--- config.mk ---
export PLATFORM = sky130hd
export DESIGN_NAME = idea_ram
export DESIGN_NICKNAME = d
export VERILOG_FILES = /design/src/rtl/idea_ram.sv
export SDC_FILE = /design/constraint.sdc
export NUM_CORES = 1
export LEC_CHECK = 0
export ABC_AREA = 1
export BUFFER_PORTS_ARGS = -buffer_cell sky130_fd_sc_hd__buf_4
export CAP_MARGIN = 20
export CORE_ASPECT_RATIO = 1.4
export CORE_MARGIN = 8
export CORE_UTILIZATION = 57
export DETAILED_ROUTE_END_ITERATION = 8
export GPL_TIMING_DRIVEN = 1
export PLACE_DENSITY = 0.84
export SKIP_CTS_REPAIR_TIMING = 1
export SLEW_MARGIN = 0
export SYNTH_ARGS = -nofsm -noshare
export SYNTH_HDL_FRONTEND = slang
export SYNTH_SLANG_ARGS = --single-unit
--- constraint.sdc ---
create_clock -name clk -period 2.87 [get_ports clk]
set_input_delay 0.1435 -clock clk [delete_from_list [all_inputs] [get_ports clk]]
set_output_delay 0.1435 -clock clk [all_outputs]
set_load 0.03 [all_outputs]
--- src/rtl/idea_ram.sv ---
`default_nettype none
module idea_ram #(
  parameter int WIDTH = 16,
  parameter int DEPTH = 52
) (
  input  wire logic                     clk,
  input  wire logic                     we,
  input  wire logic [$clog2(DEPTH)-1:0] waddr,
  input  wire logic [WIDTH-1:0]         wdata,
  input  wire logic [$clog2(DEPTH)-1:0] raddr,
  output logic      [WIDTH-1:0]         rdata
);

  logic [WIDTH-1:0] mem [DEPTH];

  always_ff @(posedge clk) begin
    if (we) begin
      mem[waddr] <= wdata;
    end
    rdata <= mem[raddr];
  end

endmodule
`default_nettype wire

==> qor.yml <==
status: "complete, no violations"
holdWs_ns: 0.00673
coreArea_um2: 59700
num_antenna_cells: 0
cts_max_level: 3
fin_skew_ns: 0.0264
ys_top_cells_by_area: "edfxtp_1 (73%), nand2_1 (8.3%), nand3_1 (8.0%)"
reg2reg_from: "mem[25][14]$_DFFE_PP_"
synth_top_area_cell: "edfxtp_1"
drv_cap: 0
start_util_pct: 57.5
yosys_warnings: 0
syn_to_final_growth_pct: 9.27
fin_total_pwr_w: 0.0249
cts_max_path_buffers: 3
min_to: "rdata[0]$_DFF_P_"
rr_worst_depth: 8
synth_cell_types: 20
avgViaCountPerCell: 6.26
synth.avg_cell_area_um2: 12.1
crit_fanout: 218
rows: 106
drtIter0Drc: 3475
synthesis.nets: 2866
clk_latency_ns: 0.63
p_leak_nw: 13.3
yosys-top-cells-count: "edfxtp_1 (832), nand2_1 (762), nand3_1 (550)"
stdcell_area_um2: 37500
r2r-end: "rdata[14]$_DFF_P_"
p_int_w: 0.0193
setup_tns_ns: 0
die_h_um: 306
drv_slew: 0
synth.most_common_cell: "edfxtp_1"
crit_path_end_kind: "flop"
place.port_buffers: 45
grt_antenna_before_repair: 0
synth_edf_count: 832
die_x_um: 223
cts_num_sinks: 848
dpl_cell_area_um2: 35200
drtAntennaViolNets: 0
grt_pass1_vias: 23100
path_clk_slew_ns: 0.07
switching_share_pct: 22.4
max_slew_margin_pct: 27.3
num-fill-cells: 3998
num_vias: 22900
rsz0062_at_grt: "no"
dieArea_um2: 68400
post_drt_wl_per_cell_um: 23.6
ys_ff_latch: 848
root_buffer: "clkbuf_16"
finalWeightedCongestion: 0.931
final_hold_viol_count: 0
synth_top_area_share_pct: 72.8
startpoint_type: "primary input"
worstHoldStart: "raddr[4]"
synth_cells: 2836
syn_area_um2: 34300
period_share_pct: 66.5
async_flop_share_pct: 0
power_frac_comb_pct: 6.6
cts_inserted_buffers: 69
min_path_cells: 4
synth_ff_type: "edfxtp_1"
worst_pin_slew_ns: 1.09
ir_worst_vdd_uv: 666
nets: 2885
power_switching_w: 0.00556
cts_tree: "done"
fmax_ghz: 0.524
hpwl_um: 49700
ios: 46
grtUsageTotal_pct: 24.9
cp.arrival_ns: 2.47
finalCriticalPeriod_ns: 1.91
synth-seq-area-share_pct: 73.7
setup_violations: 0
cp.required_ns: 3.43
worst-r2r-setup-slack_ns: 1.19
drive_above_1_share_pct: 8.74
p_per_area_nw_per_um2: 663
route.detailed.drc: 0
drtPass1Iterations: 6
power.share.clock_pct: 38.1
routed_wl_um: 86500
grt_max_degree: 219
critical_path_class: "in2reg"
seq_power_share_pct: 55.3
grt_pass1_wl_um: 131000
hp-class: "in2reg"
grt.overflow.total: 0
-- power groups by stage --
stage / Clock [W] / Sequential, W / Combinational [W]
5_1_grt: 0.00991 / 0.0137 / 0.00175
4_1_cts: 0.00947 / 0.0137 / 0.00161
3_3_place_gp: 0 / 0.0140 / 0.00152
6_report: 0.00946 / 0.0138 / 0.00164
3_5_place_dp: 0 / 0.0140 / 0.00158
2_1_floorplan: 0 / 0.0140 / 0.000915
-- layout make-up --
class	instances	area, um^2	area share (%)
clock buffers	82	1810	4.82
clock inverters	41	445	1.19
inverters	54	219	0.584
multi-input cells	1753	7700	20.5
flip-flops and latches	848	25300	67.5
well taps	756	946	2.52
repair buffers	129	1080	2.88
-- worst max-delay path: stages --
cell	delay, ns
buf_8	0.21
buf_12	0.59
o21ai_0	0.29
o22ai_1	0.35
o21ai_0	0.18
inv_1	0.20
nand2_1	0.13
nand2_1	0.09
-- worst max-delay path by stage --
stage	startpoint	to	slack (ns)	cells past startpoint
2_1_floorplan	we	mem[32][0]$_DFFE_PP_	0.17	3
3_3_place_gp	raddr[0]	rdata[0]$_DFF_P_	0.56	11
3_5_place_dp	raddr[0]	rdata[5]$_DFF_P_	0.52	11
4_1_cts	raddr[0]	rdata[0]$_DFF_P_	1.13	8
5_1_grt	raddr[0]	rdata[6]$_DFF_P_	0.95	11
6_report	raddr[0]	rdata[0]$_DFF_P_	0.96	8
-- through the flow --
step | util, % | instances | setup WS, ns
after floorplan | - | 2836 | 0.172
after global placement | 59.1 | 3540 | 0.557
after detailed placement | 59.1 | 3540 | 0.524
after CTS | 62.8 | 3663 | 1.13
after global routing | 62.8 | 3663 | 0.947
final | 62.8 | 3663 | 0.963
-- per-layer routing --
| layer | up-vias | GRT usage (%) | wire length [um] |
|---|---|---|---|
| met5 | - | 0 | 0 |
| met4 | 0 | 16.5 | 5870 |
| met3 | 330 | 4.00 | 8950 |
| met2 | 1702 | 42.8 | 43300 |
| met1 | 10900 | 28.8 | 28300 |
| li1 | 10000 | - | - |
-- layout by cell type, fill, tap and decap left out --
master | synthesis | layout
buf_6 | 46 | 1
edfxtp_1 | 832 | 832
clkinv_2 | 0 | 15
o211ai_1 | 26 | 26
bufinv_16 | 0 | 7
clkbuf_1 | 39 | 11
buf_8 | 0 | 1
buf_4 | 13 | 119
nand3_1 | 550 | 550
clkbuf_16 | 0 | 70
nand4_1 | 9 | 9
buf_12 | 0 | 8
dfxtp_1 | 16 | 16
nor2_2 | 13 | 13
clkinv_1 | 0 | 11
clkbuf_8 | 0 | 1
inv_8 | 0 | 2
clkinv_8 | 0 | 5
o21ai_1 | 68 | 68
nor4_2 | 0 | 8
inv_16 | 0 | 1
nor2_1 | 235 | 235
clkinvlp_4 | 0 | 3
nand2_1 | 762 | 762
o21ai_0 | 66 | 66
o22ai_1 | 16 | 16
inv_1 | 51 | 51
-- kinds of logic after synthesis --
family,after synthesis,share of synthesized area [%]
simple gates,1577,19.5
flops,848,73.7
buf+inv,235,3.98
compound gates,176,2.81
-- flip-flops by register name (all words and copies together) (netlist names) --
| signal | cells |
|---|---|
| mem | 832 |
| rdata | 16 |
(Power assumes the default switching activity.)
